File: src/rtl/fdc_pkg.sv
`timescale 1ns / 1ps
// Shared types and constants for the floppy controller port block.
// No dependencies; the image RAM, response queue and core files import this package.
package fdc_pkg;

  // Default disk geometry
  localparam int TRACK_COUNT_DEF  = 77;
  localparam int SECTOR_COUNT_DEF = 32;
  localparam int SECTOR_BYTES_DEF = 137;

  // Fixed field widths
  localparam int TRACK_W     = 7;
  localparam int SECTOR_W    = 5;
  localparam int BPOS_W      = 8;
  localparam int DATA_W      = 8;
  localparam int NUM_DRIVES  = 2;
  localparam int QUEUE_DEPTH = 4;

  // Drive select codes
  localparam logic [1:0] SEL_DRIVE0 = 2'd0;
  localparam logic [1:0] SEL_NONE   = 2'd2;

  // Bus operations and port numbers
  localparam logic       OP_IN     = 1'b0;
  localparam logic       OP_OUT    = 1'b1;
  localparam logic [7:0] PORT_SEL  = 8'h08;
  localparam logic [7:0] PORT_SECT = 8'h09;
  localparam logic [7:0] PORT_DATA = 8'h0A;

  // Fixed data patterns
  localparam logic [7:0] FILL_BYTE    = 8'hE5;
  localparam logic [7:0] IDLE_BYTE    = 8'hFF;
  localparam logic [7:0] STATUS_RESET = 8'hCC;
  localparam logic [1:0] SECT_HIGH    = 2'b11;
  localparam logic [3:0] SEL_FIELD_MASK = 4'hF;

  // Status register bit positions
  localparam int ST_HEAD_BIT = 2;
  localparam int ST_CR_BIT   = 3;
  localparam int ST_IE_BIT   = 5;
  localparam int ST_T0_BIT   = 6;
  localparam int ST_NRDA_BIT = 7;

  // Function command bit positions
  localparam int FN_IN_BIT     = 0;
  localparam int FN_OUT_BIT    = 1;
  localparam int FN_LOAD_BIT   = 2;
  localparam int FN_UNLOAD_BIT = 3;
  localparam int FN_IE_BIT     = 4;
  localparam int FN_ID_BIT     = 5;
  localparam int FN_WE_BIT     = 7;

  // Configuration register index (address bit 2)
  localparam logic REG_DRIVE_PRESENT = 1'b0;

  // Per-drive register set
  typedef struct packed {
    logic [TRACK_W-1:0]  track;
    logic [SECTOR_W-1:0] sector;
    logic [7:0]          status;
    logic [BPOS_W-1:0]   bpos;
    logic                wen;
    logic [TRACK_W-1:0]  ltrack;
    logic [SECTOR_W-1:0] lsector;
    logic                modf;
  } drv_t;

  localparam drv_t DRV_RESET = '{
    track:   '0,
    sector:  '0,
    status:  STATUS_RESET,
    bpos:    '0,
    wen:     1'b0,
    ltrack:  '0,
    lsector: '0,
    modf:    1'b0
  };

  // Response beat
  typedef struct packed {
    logic [DATA_W-1:0]     read_data;
    logic [NUM_DRIVES-1:0] dirty_mask;
  } rsp_t;

endpackage

File: src/rtl/fdc_if.sv


interface fdc_rsp_if;
  logic       valid;
  logic       ready;
  logic [7:0] read_data;
  logic [1:0] dirty_mask;

  modport source (output valid, output read_data, output dirty_mask, input ready);
  modport sink   (input valid, input read_data, input dirty_mask, output ready);
endinterface

File: src/rtl/fdc_rsp_queue.sv
`timescale 1ns / 1ps
// Small response queue that decouples the access pipeline from the
// response channel. Uses fdc_pkg and fdc_rsp_if.
module fdc_rsp_queue #(
  parameter  int Depth = 4,
  localparam int PtrW  = $clog2(Depth)
) (
  input  logic            clk_i,
  input  logic            rst_ni,
  input  logic            push_i,
  input  fdc_pkg::rsp_t   push_data_i,
  output logic [PtrW:0]   count_o,
  fdc_rsp_if.source       rsp_o
);
  import fdc_pkg::*;

  rsp_t            buf_q [Depth];
  logic [PtrW-1:0] wr_ptr_q;
  logic [PtrW-1:0] rd_ptr_q;
  logic [PtrW:0]   cnt_q;
  logic            pop;
  rsp_t            head;

  assign pop  = rsp_o.valid && rsp_o.ready;
  assign head = buf_q[rd_ptr_q];

  // Pointers and fill count
  always_ff @(posedge clk_i or negedge rst_ni) begin
    if (!rst_ni) begin
      wr_ptr_q <= '0;
      rd_ptr_q <= '0;
      cnt_q    <= '0;
    end else begin
      if (push_i) begin
        wr_ptr_q <= (wr_ptr_q == PtrW'(Depth - 1)) ? '0 : wr_ptr_q + 1'b1;
      end
      if (pop) begin
        rd_ptr_q <= (rd_ptr_q == PtrW'(Depth - 1)) ? '0 : rd_ptr_q + 1'b1;
      end
      case ({push_i, pop})
        2'b10:   cnt_q <= cnt_q + 1'b1;
        2'b01:   cnt_q <= cnt_q - 1'b1;
        default: cnt_q <= cnt_q;
      endcase
    end
  end

  // Entry storage
  always_ff @(posedge clk_i) begin
    if (push_i) begin
      buf_q[wr_ptr_q] <= push_data_i;
    end
  end

  assign rsp_o.valid      = (cnt_q != '0);
  assign rsp_o.read_data  = head.read_data;
  assign rsp_o.dirty_mask = head.dirty_mask;
  assign count_o          = cnt_q;

endmodule

File: src/flat_wrapper.sv
// flat-port wrapper written by rule: the top's interface ports become plain ports
module fdc_rsp_queue_flat import fdc_pkg::*;
#(
  parameter  int Depth = 4,
  localparam int PtrW  = $clog2(Depth)
)
  (clk_i, rst_ni, push_i, push_data_i, count_o, rsp_o_valid, rsp_o_read_data, rsp_o_dirty_mask, rsp_o_ready);
  fdc_rsp_if rsp_o_i ();
  input  logic clk_i;
  input  logic rst_ni;
  input  logic push_i;
  input  fdc_pkg::rsp_t push_data_i;
  output logic [PtrW:0] count_o;
  output wire logic [$bits(rsp_o_i.valid)-1:0] rsp_o_valid;
  output wire logic [$bits(rsp_o_i.read_data)-1:0] rsp_o_read_data;
  output wire logic [$bits(rsp_o_i.dirty_mask)-1:0] rsp_o_dirty_mask;
  input wire logic [$bits(rsp_o_i.ready)-1:0] rsp_o_ready;
  assign rsp_o_valid = rsp_o_i.valid;
  assign rsp_o_read_data = rsp_o_i.read_data;
  assign rsp_o_dirty_mask = rsp_o_i.dirty_mask;
  assign rsp_o_i.ready = rsp_o_ready;
  fdc_rsp_queue #(.Depth(Depth)) u_core (.clk_i(clk_i), .rst_ni(rst_ni), .push_i(push_i), .push_data_i(push_data_i), .count_o(count_o), .rsp_o(rsp_o_i));
endmodule
File: config.mk
export PLATFORM = sky130hd
export DESIGN_NAME = fdc_rsp_queue_flat
export DESIGN_NICKNAME = d
export VERILOG_FILES = /design/src/rtl/fdc_pkg.sv /design/src/rtl/fdc_if.sv /design/src/rtl/fdc_rsp_queue.sv /design/src/flat_wrapper.sv
export SDC_FILE = /design/constraint.sdc
export NUM_CORES = 1
export LEC_CHECK = 0
export ABC_AREA = 1
export ABC_CLOCK_PERIOD_IN_PS = 2410
export BUFFER_PORTS_ARGS = -buffer_cell sky130_fd_sc_hd__buf_4
export CORE_MARGIN = 5
export CORE_UTILIZATION = 52
export DETAILED_ROUTE_END_ITERATION = 7
export PLACE_DENSITY = 0.73
export SLEW_MARGIN = 10
export SYNTH_ARGS = -nofsm -noshare
export SYNTH_HDL_FRONTEND = slang
export SYNTH_SLANG_ARGS = --single-unit
File: constraint.sdc
create_clock -name clk_i -period 2.41 [get_ports clk_i]
set_clock_uncertainty 0.1 [all_clocks]
set_input_delay 0.1205 -clock clk_i [delete_from_list [all_inputs] [get_ports clk_i]]
set_output_delay 0.1205 -clock clk_i [all_outputs]
set_load 0.1 [all_outputs]
* Word level (Yosys, flattened, before mapping)
Memory sizes are Yosys's and may differ from the RTL's.
Cells that the tools add are included.
** Operators by class
- $add $sub $neg :: 4
- Eq/ne operators :: 4
- Multiplexer cells :: 5
- Reduce and logical (&&, ||, !) cells :: 3
** Operators by type and width (number)
- $eq 2x2->1 const B :: 3
- $pmux 3 s2 :: 1
- $add 2x1->2 const B :: 2
- $mux 2 :: 2
- $add 3x1->3 const B :: 1
- $reduce_bool 3->1 :: 1
- $sub 3x1->3 const B :: 1
- $eq 2x1->1 const B :: 1
- $mux 1 :: 2
- $reduce_bool 2->1 :: 1
- $logic_and 1x1->1 :: 1
** Storage, ports and cells
- Bits in registers :: 7
- Bits in writable memories :: 40
- Bits of input ports :: 14
- Output and inout bits :: 14
- Word-level logic and storage cells :: 20
- Memories :: 1
** Memories
- u_core.buf_q :: depth 4, width 10, read ports 1, clocked after Yosys merged registers in 0, write ports 1, line fdc_rsp_queue.sv:17 : rsp_t buf_q [Depth];

* Depth between registers and ports, before layout
- Depth in word-level cells :: 4
- Depth in mapped cells :: 12
- Depth with buffers taken out :: 12

* Least setup slack after synthesis
Ideal clock, no wire load.
- Path type :: flip-flop to flip-flop
- Start :: register u_core.cnt_q[0] (netlist: u_core.count_o[0])
- End :: register u_core.cnt_q[2] (netlist: u_core.count_o[2])
- Setup time :: 122 ps
- Arrival :: 3037 ps
- Required time :: 2188 ps
- Path slack :: -849 ps
- Stages on the path, launching flop included :: 12
- Path buffers :: 0
- Period minus slack after synthesis :: 3259 ps
- Cell sequence :: dfrtp_1 > inv_1 > nand3_1 > nand2_1 > inv_1 > ha_1 > inv_1 > fa_1 > nand2_1 > nand3_1 > nand2_1 > nand2_1
** On the way
- Longest elaborated chain between the ends :: 4
- Elaborated cells between the ends (all ways) :: 8
** Ends and longest elaborated chain
- start: declaration :: line fdc_rsp_queue.sv:20 : logic [PtrW:0] cnt_q;
- start signal: assignment :: line fdc_rsp_queue.sv:41 : 2'b10: cnt_q <= cnt_q + 1'b1;
- start signal: assignment :: line fdc_rsp_queue.sv:42 : 2'b01: cnt_q <= cnt_q - 1'b1;
- start signal: assignment :: line fdc_rsp_queue.sv:43 : default: cnt_q <= cnt_q;
- $reduce_bool 3->1 * :: line fdc_rsp_queue.sv:55 : assign rsp_o.valid = (cnt_q != '0);
- via rsp_o_valid :: line flat_wrapper.sv:14 : output wire logic [$bits(rsp_o_i.valid)-1:0] rsp_o_valid;
- $logic_and 1x1->1 * :: line fdc_rsp_queue.sv:24 : assign pop = rsp_o.valid && rsp_o.ready;
- via u_core.pop :: line fdc_rsp_queue.sv:21 : logic pop;
- $eq 2x1->1 or $eq 2x2->1 (tied branches) :: line fdc_rsp_queue.sv:40 : case ({push_i, pop})
- $pmux 3 s2 or $reduce_bool 2->1 (tied branches)
The timed path passes the listed nets; every way through them passes the cells marked *.
A chain may end at the register's enable or synchronous reset.

* Worst setup path in the final report
- Start :: register u_core.cnt_q[1] (netlist: u_core.count_o[1])
- End :: register u_core.cnt_q[2] (netlist: u_core.count_o[2])
** On the way
- Longest elaborated chain between the ends :: 4
- Elaborated cells between the ends (all ways) :: 8
** Ends and longest elaborated chain (line)
- $reduce_bool 3->1 * :: fdc_rsp_queue.sv:55
- $logic_and 1x1->1 * :: fdc_rsp_queue.sv:24
- via u_core.pop :: fdc_rsp_queue.sv:21
- $eq 2x1->1 or $eq 2x2->1 (tied branches) :: fdc_rsp_queue.sv:40
- $pmux 3 s2 or $reduce_bool 2->1 (tied branches)
Marked as above.

==> flow_metrics.tcl <==
set metrics [dict create \
    grt_pass1_vias 1292 \
    status "complete, no violations" \
    ios 28 \
    place.gp.congestion 0.678 \
    rrSetupSlack_ns 0.54 \
    ys.flop_type "edfxtp_1" \
    clock_sinks 47 \
    drt-wirelength-per-cell_um 13.7 \
    cts-buffers-inserted 5 \
    drt-pass1-iter-count 5 \
    diodes 0 \
    synth_top_area_share_pct 58.1 \
    grtUsageTotal_pct 15.0 \
    drtAntennaViolNets 0 \
    cts_tree "done" \
    die_x_um 73.0 \
    cp_slowest_cell "fa_1" \
    synth_area_leaders "edfxtp_1 (58%), dfrtp_1 (8.5%), nand2_1 (8.2%)" \
    syn-cell-area_um2 2070 \
    antenna_found_initial 0 \
    crit_chain "inv_1 -> nand3_4 -> nand2_1 -> inv_1 -> ha_1 -> inv_1 -> fa_1 -> nand2_1 -> nand3_1 -> nand2_1 -> nand2_1" \
    startpoint_type "register" \
    drt_wl_total_um 3630 \
    grt_first_pass_wirelength_um 5890 \
    synth-seq-area-share_pct 66.6 \
    path_clk_slew_ns 0.08 \
    synth_area_leader_cell "edfxtp_1" \
    cp.arrival_ns 1.96 \
    place_ws_ns 0.519 \
    viasPerCell 4.87 \
    cpMostUsedCell "nand2_1" \
    end_kind "register" \
    start_util_pct 52.8 \
    synth_fp_nets 193 \
    ys_top_cells_by_count "nand2_1 (45), edfxtp_1 (40), inv_1 (35), o211ai_1 (17), dfrtp_1 (7)" \
    die_h_um 73.0 \
    fin_crit_sh_pct 77.7 \
    required_ns 2.50 \
    rsz0062_at_grt "no" \
    postLayoutCellArea_um2 2540 \
    clk_latency_ns 0.30 \
    io_buffers 27 \
    synth_mux_area_share_pct 0 \
    synth_top_family_by_area "buffers and inverters" \
    r2r-start "u_core.count_o[1]" \
    drc 0 \
    reg2reg_to "u_core.count_o[2]" \
    synth_compound_area_share_pct 8.96 \
    slew_headroom_pct 69.5 \
    fin_crit_ns 1.87 \
    final-hold-violation-count 0 \
    finalSetupViolations 0 \
    cts_max_path_buffers 2 \
    max_freq_ghz 0.534 \
    crit_end "u_core.count_o[2]" \
    async_reset_ff_share_pct 14.9 \
    ctsResizeCount 0 \
    ys_warn_count 0 \
    grt_max_degree 44 \
    fp-row-count 23 \
    synthAdderAreaFrac_pct 4.60 \
    coreArea_um2 3910 \
    worst_pin_slew_ns 0.457 \
    startpoint "u_core.count_o[1]" \
    worstSetupPathType "register to register" \
    h-tree-depth 2 \
    critPathMaxStageDelay_ns 0.39 \
    synth.distinct_cells 17 \
    synth_edf_count 40 \
    placed_area_um2 2290 \
    drive_gt1_share_pct 20.5 \
    maxCapViolations 0 \
    root_buffer "clkbuf_8" \
    synth_seq_cells 47 \
    yosys.area_share.xor_xnor_pct 0.424 \
    setup_ws_ns 0.538 \
    synth-simple-area-share_pct 9.63 \
    hp-class "input pin to asynchronous set/reset pin" \
    yosysMostFrequentCell "nand2_1" \
    area_delta_synth_final_pct 22.9 \
    cts_setup_buffers 0 \
    rr_worst_depth 11 \
    dieArea_um2 5330 \
    nNetsFinal 235 \
    maxSlewViolCount 0 \
    crit_fanout 4 \
    grt_overflow 0 \
    drt-initial-drc-count 56 \
    syn_inst 172 \
    vias 1291 \
    hpwlAfterDp_um 2360 \
    syn_avg_cell_area_um2 12.0 \
]
metal layers:
layer  GRT usage, %  share of wire, %  up-vias
li1               -                 -      653
met3           4.82               5.0        4
met2           26.3                54       29
met5              0                 0        -
met1           17.1                41      605
met4           5.12              0.74        0
how the worst min path moves through the flow:
stage                                     to  slack [ns]  cells past startpoint
after detailed placement  u_core.wr_ptr_q[1]       -0.16                      1
after floorplan            u_core.count_o[0]       -0.28                      0
after CTS                  u_core.count_o[0]        0.06                      2
final                      u_core.count_o[0]        0.07                      2
after global placement    u_core.wr_ptr_q[0]       -0.16                      1
after global routing       u_core.count_o[2]        0.07                      2
repair_timing:
action | 4_1_cts | 5_1_grt
hold endpoints to repair | 51 | 0
hold buffers | 13 | 0
setup endpoints to repair | 0 | 0
layout make-up:
| class | count | area (µm²) |
|---|---|---|
| fill | 295 | 1380 |
| clock buffer | 5 | 68.8 |
| sequential | 47 | 1380 |
| timing repair buffer | 42 | 348 |
| multi-input combinational | 83 | 500 |
| inverter | 35 | 131 |
| clock inverter | 3 | 47.5 |
| tap | 50 | 62.6 |
kinds of logic after synthesis:
kind of cell             after synthesis
adder cells (fa/ha/maj)                7
AND/OR/NAND/NOR                       51
buffers and inverters                 42
XOR/XNOR                               1
flip-flops                            47
AO/OA/AOI/OAI                         24
per-stage QoR:
step	util, %	TNS (ns)	instances	hold slack, ns
floorplan	-	-0.0122	172	-0.275
global placement	58.6	0	244	-0.164
detailed placement	58.6	0	244	-0.162
CTS	64.9	0	265	0.0604
global route	64.9	0	265	0.0744
finish	64.9	0	265	0.0749
worst max-delay path, delay by kind of cell (launching register included):
| family | cells | cell delay (ns) |
|---|---|---|
| adder cells (fa/ha/maj) | 2 | 0.55 |
| buffers and inverters | 3 | 0.23 |
| flip-flops | 1 | 0.38 |
| AND/OR/NAND/NOR | 6 | 0.51 |
registers in the layout, indices dropped and copies added (netlist names):
signal / cells
u_core.buf_q: 40
u_core.count_o: 3
u_core.rd_ptr_q: 2
u_core.wr_ptr_q: 2
cells in the final DEF (no fill, tap or decap), types with 3 or more instances in the layout:
| cell type | n |
|---|---|
| inv_1 | 35 |
| dfrtp_2 | 3 |
| edfxtp_1 | 40 |
| o211ai_1 | 17 |
| buf_4 | 29 |
| clkbuf_8 | 5 |
| o211ai_2 | 3 |
| nand2_1 | 45 |
| ha_1 | 6 |
| nand3_1 | 3 |
| o21ai_0 | 3 |
| dfrtp_1 | 4 |
| dlygate4sd3_1 | 13 |
Power is not shown: default switching activity piles up to over one toggle a cycle in this logic, so the estimate is an artifact.
