File: src/rtl/fdc_pkg.sv
`timescale 1ns / 1ps
// Shared types and constants for the floppy controller port block.
// No dependencies; the image RAM, response queue and core files import this package.
package fdc_pkg;

  // Default disk geometry
  localparam int TRACK_COUNT_DEF  = 77;
  localparam int SECTOR_COUNT_DEF = 32;
  localparam int SECTOR_BYTES_DEF = 137;

  // Fixed field widths
  localparam int TRACK_W     = 7;
  localparam int SECTOR_W    = 5;
  localparam int BPOS_W      = 8;
  localparam int DATA_W      = 8;
  localparam int NUM_DRIVES  = 2;
  localparam int QUEUE_DEPTH = 4;

  // Drive select codes
  localparam logic [1:0] SEL_DRIVE0 = 2'd0;
  localparam logic [1:0] SEL_NONE   = 2'd2;

  // Bus operations and port numbers
  localparam logic       OP_IN     = 1'b0;
  localparam logic       OP_OUT    = 1'b1;
  localparam logic [7:0] PORT_SEL  = 8'h08;
  localparam logic [7:0] PORT_SECT = 8'h09;
  localparam logic [7:0] PORT_DATA = 8'h0A;

  // Fixed data patterns
  localparam logic [7:0] FILL_BYTE    = 8'hE5;
  localparam logic [7:0] IDLE_BYTE    = 8'hFF;
  localparam logic [7:0] STATUS_RESET = 8'hCC;
  localparam logic [1:0] SECT_HIGH    = 2'b11;
  localparam logic [3:0] SEL_FIELD_MASK = 4'hF;

  // Status register bit positions
  localparam int ST_HEAD_BIT = 2;
  localparam int ST_CR_BIT   = 3;
  localparam int ST_IE_BIT   = 5;
  localparam int ST_T0_BIT   = 6;
  localparam int ST_NRDA_BIT = 7;

  // Function command bit positions
  localparam int FN_IN_BIT     = 0;
  localparam int FN_OUT_BIT    = 1;
  localparam int FN_LOAD_BIT   = 2;
  localparam int FN_UNLOAD_BIT = 3;
  localparam int FN_IE_BIT     = 4;
  localparam int FN_ID_BIT     = 5;
  localparam int FN_WE_BIT     = 7;

  // Configuration register index (address bit 2)
  localparam logic REG_DRIVE_PRESENT = 1'b0;

  // Per-drive register set
  typedef struct packed {
    logic [TRACK_W-1:0]  track;
    logic [SECTOR_W-1:0] sector;
    logic [7:0]          status;
    logic [BPOS_W-1:0]   bpos;
    logic                wen;
    logic [TRACK_W-1:0]  ltrack;
    logic [SECTOR_W-1:0] lsector;
    logic                modf;
  } drv_t;

  localparam drv_t DRV_RESET = '{
    track:   '0,
    sector:  '0,
    status:  STATUS_RESET,
    bpos:    '0,
    wen:     1'b0,
    ltrack:  '0,
    lsector: '0,
    modf:    1'b0
  };

  // Response beat
  typedef struct packed {
    logic [DATA_W-1:0]     read_data;
    logic [NUM_DRIVES-1:0] dirty_mask;
  } rsp_t;

endpackage

File: src/rtl/fdc_image_ram.sv
`timescale 1ns / 1ps
// Single-drive sector image memory: one write and one read per cycle,
// registered read data, and a fill pass after reset. Uses fdc_pkg.
module fdc_image_ram #(
  parameter  int Depth = 2,
  localparam int AddrW = $clog2(Depth)
) (
  input  logic                      clk_i,
  input  logic                      rst_ni,
  input  logic                      we_i,
  input  logic                      re_i,
  input  logic [AddrW-1:0]          addr_i,
  input  logic [fdc_pkg::DATA_W-1:0] wdata_i,
  output logic [fdc_pkg::DATA_W-1:0] rdata_o,
  output logic                      busy_o
);
  import fdc_pkg::*;

  logic [DATA_W-1:0] mem [Depth];
  logic [DATA_W-1:0] rdata_q;
  logic              busy_q;
  logic [AddrW-1:0]  fill_addr_q;

  logic              mem_we;
  logic [AddrW-1:0]  mem_addr;
  logic [DATA_W-1:0] mem_wdata;

  // Fill pass owns the port until every entry holds the blank pattern
  assign mem_we    = busy_q | we_i;
  assign mem_addr  = busy_q ? fill_addr_q : addr_i;
  assign mem_wdata = busy_q ? FILL_BYTE : wdata_i;

  // Fill pass sequencer
  always_ff @(posedge clk_i or negedge rst_ni) begin
    if (!rst_ni) begin
      busy_q      <= 1'b1;
      fill_addr_q <= '0;
    end else if (busy_q) begin
      if (fill_addr_q == AddrW'(Depth - 1)) begin
        busy_q <= 1'b0;
      end else begin
        fill_addr_q <= fill_addr_q + 1'b1;
      end
    end
  end

  // Storage array and registered read port
  always_ff @(posedge clk_i) begin
    if (mem_we) begin
      mem[mem_addr] <= mem_wdata;
    end
    if (re_i && !busy_q) begin
      rdata_q <= mem[addr_i];
    end
  end

  assign rdata_o = rdata_q;
  assign busy_o  = busy_q;

endmodule

File: config.mk
export PLATFORM = sky130hd
export DESIGN_NAME = fdc_image_ram
export DESIGN_NICKNAME = d
export VERILOG_FILES = /design/src/rtl/fdc_pkg.sv /design/src/rtl/fdc_image_ram.sv
export SDC_FILE = /design/constraint.sdc
export NUM_CORES = 1
export LEC_CHECK = 0
export BUFFER_PORTS_ARGS = -buffer_cell sky130_fd_sc_hd__buf_4
export CAP_MARGIN = 20
export CORE_MARGIN = 8
export CORE_UTILIZATION = 46
export DETAILED_ROUTE_END_ITERATION = 16
export HOLD_SLACK_MARGIN = 0.06
export PLACE_DENSITY_LB_ADDON = 0.3
export SLEW_MARGIN = 20
export SYNTH_ARGS = -nofsm -noshare
export SYNTH_HDL_FRONTEND = slang
export SYNTH_SLANG_ARGS = --single-unit
export TNS_END_PERCENT = 20
File: constraint.sdc
create_clock -name clk_i -period 2.8 [get_ports clk_i]
set_input_delay 0.42 -clock clk_i [delete_from_list [all_inputs] [get_ports clk_i]]
set_output_delay 0.42 -clock clk_i [all_outputs]
set_load 0.1 [all_outputs]
Yosys cells after proc, flatten, opt, wreduce, memory -nomap -nowiden
Memory sizes are Yosys's and may differ from the RTL's. A register that Yosys moved wholly into a read port is not among the register bits.
Index checks and enable logic that the tools add are counted.
Storage, ports and cells
  RAM bits: 16
  output and inout bits: 9
  input bits: 13
  logic and storage cells: 14
  register bits after elaboration: 2
  memories kept: 1
Cells by class
  reductions and logical operators: 2
  multiplexer cells: 7
  bitwise gates (word level): 1
  add/sub/neg operators: 1
Memory list
  mem: depth 2, width 8, read ports 1, clocked after memory_dff 1, wr ports 1, line fdc_image_ram.sv:19  | logic [DATA_W-1:0] mem [Depth];
Operators by type and width (count)
  $mux W8: 1
  $mux W1: 6
  $add A1 B1 Y1 const B: 1
  $logic_and A1 B1 Y1: 1
  $logic_not A1 Y1: 1
  $or A1 B1 Y1: 1

Longest topological paths before layout
Gate-level depths: netlist (run 1).
  depth in word-level cells: 3
  depth in mapped cells: 3

Worst setup path after synthesis (run 1)
No wires, ideal clock.
  kind: flip-flop to flip-flop
  start: register busy_q, in the netlist busy_o
  end: memory mem[1][0] (enable)
  slack: 943 ps
  cell stages (with the launch flop): 4
  arrival: 1473 ps
  path buffers: 1
  setup time: 384 ps
  required time: 2416 ps
  cell sequence: dfstp_2 buf_2 nand2_1 o21ai_0
Between the ends
  longest elaborated chain between the ends: 3
Ends and longest elaborated chain
  start: declaration: line fdc_image_ram.sv:21  | logic busy_q;
  start signal: assignment: line fdc_image_ram.sv:36  | busy_q <= 1'b1;
  start signal: assignment: line fdc_image_ram.sv:40  | busy_q <= 1'b0;
  $or A1 B1 Y1: line fdc_image_ram.sv:29  | assign mem_we = busy_q | we_i;
  $mux W1: line fdc_image_ram.sv:49  | if (mem_we) begin
  $mux W1 (implied by the code): line fdc_image_ram.sv:50  | mem[mem_addr] <= mem_wdata;
  end: declaration: line fdc_image_ram.sv:19
Several ways; a longest one is shown, not always the timed one.

Final worst setup path (run 1)
  start: register busy_q, in the netlist busy_o
  end: output busy_o
RTL lines
  end: declaration: line fdc_image_ram.sv:15  | output logic busy_o
No word-level cell between the ends.

==> summary.md, run 1 <==
| Metric | Value |
|---|---|
| TritonCTS Buffers | `3` |
| Pre-antenna DRT Iters | `1` |
| Worst r2r dst | `mem[0][7]` |
| Final net count | `91` |
| Post-synthesis sequential area ratio | `77.03%` |
| Hold path cells | `2` |
| Global placement routability congestion | `0.7220` |
| Hold endpoint | `mem[1][2]` |
| Fmax | `579.2 MHz` |
| Min cycle time layout | `1.727 ns` |
| Vias in the first global route | `543` |
| FF-to-FF path depth | `2` |
| Peak supply drop | `353.0 µV` |
| CTS H-tree depth | `1` |
| Initial core utilization | `47.12%` |
| WP data arrival | `1.31 ns` |
| Syn Nets | `65` |
| Post-Synthesis Cells | `52` |
| Slew Viols, Final | `0` |
| Core region area | `2127 µm²` |
| Die height | `62.68 µm` |
| Post-synth top area cell | `edfxtp_1` |
| WL per Instance | `13.44 µm` |
| CP Launch Type | `register` |
| Max Buffers Root-to-Sink | `2` |
| Area share of the largest cell type after synthesis | `71.91%` |
| Finished Layout Cells | `105` |
| Max cap viols | `0` |
| Largest net degree at the start of global routing | `16` |
| Post-synth cell types | `13` |
| Setup violators final | `0` |
| Worst setup EP type | `primary output` |
| IO buf count | `21` |
| Reg2Reg Setup Slack | `1.35 ns` |
| Syn Area/Cell | `19.27 µm²` |
| Clk_lat worst skew | `0.30 ns` |
| Area contributors post-synth | `edfxtp_1, mux2_4, or2_1` |
| Post-CTS sizing | `0` |
| Slew headroom | `54.50%` |
| Final core occ | `57.47%` |
| Commonest non-fill, non-tap cell in the layout | `edfxtp_1` |
| # placed instances | `100` |
| Yosys warning total | `0` |
| First-pass GRT wire length | `2311 µm` |
| Overall via count from detail_route | `469` |
| Slew @ Worst Pin | `0.6810 ns` |
| Clock Pin Slew Worst Setup and Hold Paths | `0.13 ns` |
| Leakage | `0.4979 nW` |
| Rows | `17` |
| Share of layout cells above drive strength 1 | `44.16%` |
| Unrepaired setup endpoints after global routing | `no` |
| # hold bufs at CTS | `1` |
| Worst hold start | `wdata_i[2]` |
| Clock Sinks | `26` |
| Detailed Route WL | `1411 µm` |
| Area grow syn2layout | `21.97%` |
| Worst hold slack | `0.3872 ns` |
| CTS tree | `built` |
| Buffers & Inverters on Critical Path | `1` |
| Setup bufs post-CTS | `0` |
| Die Wd | `62.68 µm` |
| Clock root cell | `clkbuf_4` |
| Die ar. | `3928 µm²` |
| Antenna Nets Post-Route | `0` |
| Largest stage delay, worst path | `0.67 ns` |
| Num ports | `22` |
| Iter 0 DRT Violations | `0` |
| Cell at the slowest stage of the critical path | `dfstp_2` |
| R2R Path Start | `busy_o` |
| Residual DRC | `0` |
| Initial antenna violation count | `0` |
| ANT cells | `0` |
| Most frequent cells in the layout | `edfxtp_1, buf_4, mux2_4` |
| Status | `complete, no violations` |
| Global route total overflow | `0` |
| Critical-path cell list | `buf_4` |
| Vias/cell | `4.467` |
| Endpoints failing hold | `0` |
| Peak fanout along the critical path | `15` |
| P per Cell Area | `591.2 nW/µm²` |
| Min-delay worst type | `input pin to register` |
| TNS Setup | `0 ns` |
| CP Class | `register to primary output` |
| Mapped Area | `1002 µm²` |
| Worst Clk Skew | `0.001254 ns` |
| WP data required | `2.38 ns` |
| Synth Register Bits | `26` |
| All-layer global routing usage | `7.727%` |
| Final Cycle Share | `61.66%` |
| CP top delay family | `flip-flops` |
## power by group
group | internal, W | switching, W
clock network | 0.0000555 | 0.0000980
logic | 0.0000390 | 0.0000763
registers | 0.000449 | 0.00000518
## worst reg2reg max path, delay by kind of cell, from the launching register on
kind / cells / cell delay (ns)
DFF: 1 / 0.67
AOI/OAI and AO/OA: 1 / 0.29
and+or+nand+nor: 1 / 0.18
## metal layers
metal  global-route usage [%]  wire (µm)  vias up
met5                        0          0        -
met4                    6.838         27        0
met3                    2.509         63        2
met2                    13.71        801       11
met1                    6.798        519      216
li1                         -          -      240
## final cells by class
class | count | area (µm²)
Fill cell | 185 | 904.6
Sequential cell | 26 | 772.0
Multi-Input combinational cell | 24 | 214.0
Timing Repair Buffer | 23 | 175.2
Tap cell | 28 | 35.03
Clock buffer | 4 | 26.28
## logic make-up after synthesis
kind of cell | share of synthesized area, %
DFF | 77.03
and+or+nand+nor | 8.115
buffers and inverters | 1.622
AOI/OAI and AO/OA | 1.248
muxes | 11.99
## stage by stage
| stage | total power (W) | setup slack, ns | instance area (µm²) |
|---|---|---|---|
| after CTS | 0.0007313 | 1.051 | 1222 |
| after floorplan | 0.0005479 | 0.9426 | 1002 |
| after global routing | 0.0007591 | 0.9900 | 1222 |
| final | 0.0007226 | 1.073 | 1222 |
| after detailed placement | 0.0005791 | 1.325 | 1186 |
| after global placement | 0.0005771 | 1.379 | 1186 |
## registers in the layout, indices dropped and copies added, names as in the netlist
name         flops
fill_addr_q      1
busy_o           1
rdata_o          8
mem             16
## worst max-delay path by stage
stage	to	start	slack, ns	cells past startpoint
3_5_place_dp	mem[0][7]	busy_o	1.32	2
4_1_cts	busy_o	busy_o	1.05	1
2_1_floorplan	mem[1][0]	busy_o	0.94	3
5_1_grt	busy_o	busy_o	0.99	1
6_report	busy_o	busy_o	1.07	1
3_3_place_gp	rdata_o[6]	re_i	1.38	2
## synthesized netlist by cell type
master    instances
o21ai_0           1
nor2b_1           4
and2b_1           1
mux2_4            8
dfrtp_1           1
dfstp_2           1
nand2_1           2
buf_6             1
a21o_1            1
edfxtp_1         24
or2_1             6
nor2_1            1
buf_2             1
(Power assumes the default switching activity.)
==> run 2: changes to the inputs <==
--- a/config.mk
+++ b/config.mk
@@ -5,6 +5,7 @@
 export SDC_FILE = /design/constraint.sdc
 export NUM_CORES = 1
 export LEC_CHECK = 0
+export ABC_AREA = 1
 export BUFFER_PORTS_ARGS = -buffer_cell sky130_fd_sc_hd__buf_4
 export CAP_MARGIN = 20
 export CORE_MARGIN = 8
==> constraint.sdc (replaced) <==
create_clock -name clk_i -period 1.6 [get_ports clk_i]
set_input_delay 0.24 -clock clk_i [delete_from_list [all_inputs] [get_ports clk_i]]
set_output_delay 0.24 -clock clk_i [all_outputs]
set_load 0.1 [all_outputs]
==> summary.md, run 2 <==
| Metric | Value |
|---|---|
| Area contributors post-synth | `edfxtp_1, nand2_1, dfstp_2` |
| Mapped Area | `1003 µm²` |
| CP top delay family | `flip-flops` |
| Die Wd | `62.71 µm` |
| Part of the power in combinational logic | `15.7%` |
| Synth Register Bits | `26` |
| Clock share of power | `20.8%` |
| Final core occ | `58.88%` |
| Final net count | `121` |
| Critical-path cell list | `buf_6` |
| Worst setup EP type | `primary output` |
| Die height | `62.71 µm` |
| Most frequent cells in the layout | `nand2_1, buf_4, edfxtp_1` |
| Leakage | `0.5612 nW` |
| P per Cell Area | `989.1 nW/µm²` |
| Pre-antenna DRT Iters | `4` |
| Status | `complete, no violations` |
| Min cycle time layout | `1.494 ns` |
| Global placement routability congestion | `0.6841` |
| Clk_lat worst skew | `0.30 ns` |
| Overall via count from detail_route | `607` |
| Initial core utilization | `47.18%` |
| Max cap viols | `0` |
| WP data required | `1.36 ns` |
| Antenna Nets Post-Route | `0` |
| ANT cells | `0` |
| Area grow syn2layout | `24.81%` |
| Synth cell count leaders | `nand2_1, edfxtp_1, inv_1, nor2_1, or2_1` |
| Residual DRC | `0` |
| Max FFs per register | `16` |
| Area of the multi-input gates | `181.4 µm²` |
| Post-synth top flop | `edfxtp_1` |
| Num ports | `22` |
| Vias/cell | `4.496` |
| CP Launch Point | `busy_o` |
| GR peak layer | `met2` |
| Endpoints failing hold | `0` |
| Share of layout cells above drive strength 1 | `31.78%` |
| Syn Area/Cell | `12.70 µm²` |
| Final Cycle Share | `93.37%` |
| Initial antenna violation count | `0` |
| Post-synth top area cell | `edfxtp_1` |
| Peak fanout along the critical path | `14` |
| Slew @ Worst Pin | `0.6554 ns` |
| Core region area | `2127 µm²` |
| Area share of the largest cell type after synthesis | `71.82%` |
| Clock root cell | `clkbuf_4` |
| GR Util met2 | `15.91%` |
| Fmax | `669.4 MHz` |
| Cell at the slowest stage of the critical path | `dfstp_4` |
| Met3 Use GR | `3.226%` |
| Worst hold start | `wdata_i[7]` |
| Register area | `775.7 µm²` |
| R2R Path Start | `busy_o` |
| Slew Viols, Final | `0` |
| Clock Pin Slew Worst Setup and Hold Paths | `0.12 ns` |
| Die ar. | `3932 µm²` |
| All-layer global routing usage | `8.876%` |
| Yosys warning total | `0` |
| Power Internal | `0.0009306 W` |
| Post-synthesis sequential area ratio | `76.93%` |
| Ys async rst share | `7.692%` |
| Sw Share | `24.88%` |
| First-pass GRT wire length | `2760 µm` |
| Rows | `17` |
| Worst Clk Skew | `0.001707 ns` |
| IO buf count | `21` |
| CP Launch Type | `register` |
| Peak supply drop | `508.9 µV` |
| Detailed Route WL | `1626 µm` |
| CTS tree | `built` |
| Worst hold slack | `0.2072 ns` |
| WL per Instance | `12.04 µm` |
| Min-delay worst type | `input pin to register` |
| WP data arrival | `1.25 ns` |
| # fillers | `185` |
| Clock Sinks | `26` |
| Post-synth cell types | `11` |
| Most frequent cell after synthesis | `nand2_1` |
| Post-Synthesis Cells | `79` |
| Commonest non-fill, non-tap cell in the layout | `nand2_1` |
| Reg power frac | `63.4%` |
| Slew headroom | `56.15%` |
| P_sw | `0.0003083 W` |
| Max Buffers Root-to-Sink | `2` |
| Post-synth EDFFs | `24` |
| Unrepaired setup endpoints after global routing | `no` |
| CTS H-tree depth | `1` |
| Setup violators final | `0` |
| Vias in the first global route | `639` |
| Largest net degree at the start of global routing | `15` |
| Global route total overflow | `0` |
| Pwr Total | `0.001239 W` |
| DP HPWL | `1249 µm` |
| TritonCTS Buffers | `3` |
| Biggest register | `mem` |
| CP Class | `register to primary output` |
| Met1 Usage GRT | `8.843%` |
| Iter 0 DRT Violations | `13` |
| Buffers & Inverters on Critical Path | `1` |
| Largest stage delay, worst path | `0.71 ns` |
| Syn Nets | `92` |
==> run 2: cell types whose count changed in the layout (fill, tap and decap cells not counted), sizes merged, moves of 3 or more <==
cell,delta
nand2,+29
nor2,+6
mux2,-8
inv,+8
nor2b,-4
buf,+3
==> run 2: logic make-up after synthesis <==
kind of cell,share of synthesized area (%)
buf+inv,5.487
flops,76.93
simple gates,17.58
==> run 2: path summary, 6_finish.rpt <==
kind / end / slack [ns] / cells past startpoint
worst max-delay path: busy_o / 0.11 / 1
worst min-delay path: mem[1][7] / 0.21 / 2
worst max register to register: mem[1][1] / 0.14 / 5
worst min register to register: fill_addr_q / 0.52 / 2
max in group asynchronous: busy_o / 1.18 / 2
min in group asynchronous: fill_addr_q / 0.24 / 2
==> run 2: metrics by stage <==
step           worst slack [ns]  setup TNS [ns]  area, µm²  std cells
4_1_cts                 0.02248               0       1249        135
6_report                 0.1061               0       1252        135
3_5_place_dp             0.1563               0       1212        130
2_1_floorplan          -0.02453         -0.3925       1012         79
5_1_grt                 0.05199               0       1252        135
3_3_place_gp             0.1928               0       1212        130
==> run 2: area by class of cell <==
cell class / count / share of cell area (%)
Clock buffer: 4 / 2.098
Tap cell: 28 / 2.797
Inverter: 8 / 2.597
Sequential cell: 26 / 61.94
Multi-Input combinational cell: 43 / 14.49
Timing Repair Buffer: 26 / 16.08
==> run 2: power by group through the flow <==
stage | clock [W] | sequential, W | combinational [W]
floorplan | 0 | 0.000894 | 0.0000421
global placement | 0 | 0.000800 | 0.000193
detailed placement | 0 | 0.000801 | 0.000195
CTS | 0.000273 | 0.000786 | 0.000197
global route | 0.000290 | 0.000789 | 0.000209
finish | 0.000258 | 0.000786 | 0.000195
==> run 2: metal layers <==
layer	wire length, µm	part of all wire (%)
met1	669	41
met2	857	53
met3	87	5.4
met4	11	0.68
met5	0	0
==> run 2: what timing repair did <==
action                                 4_1_cts  5_1_grt
buffers inserted                             0        0
resized for setup                            0        1
endpoints found under the hold margin        2        0
hold buffers                                 1        0
setup endpoints to repair                    0        1
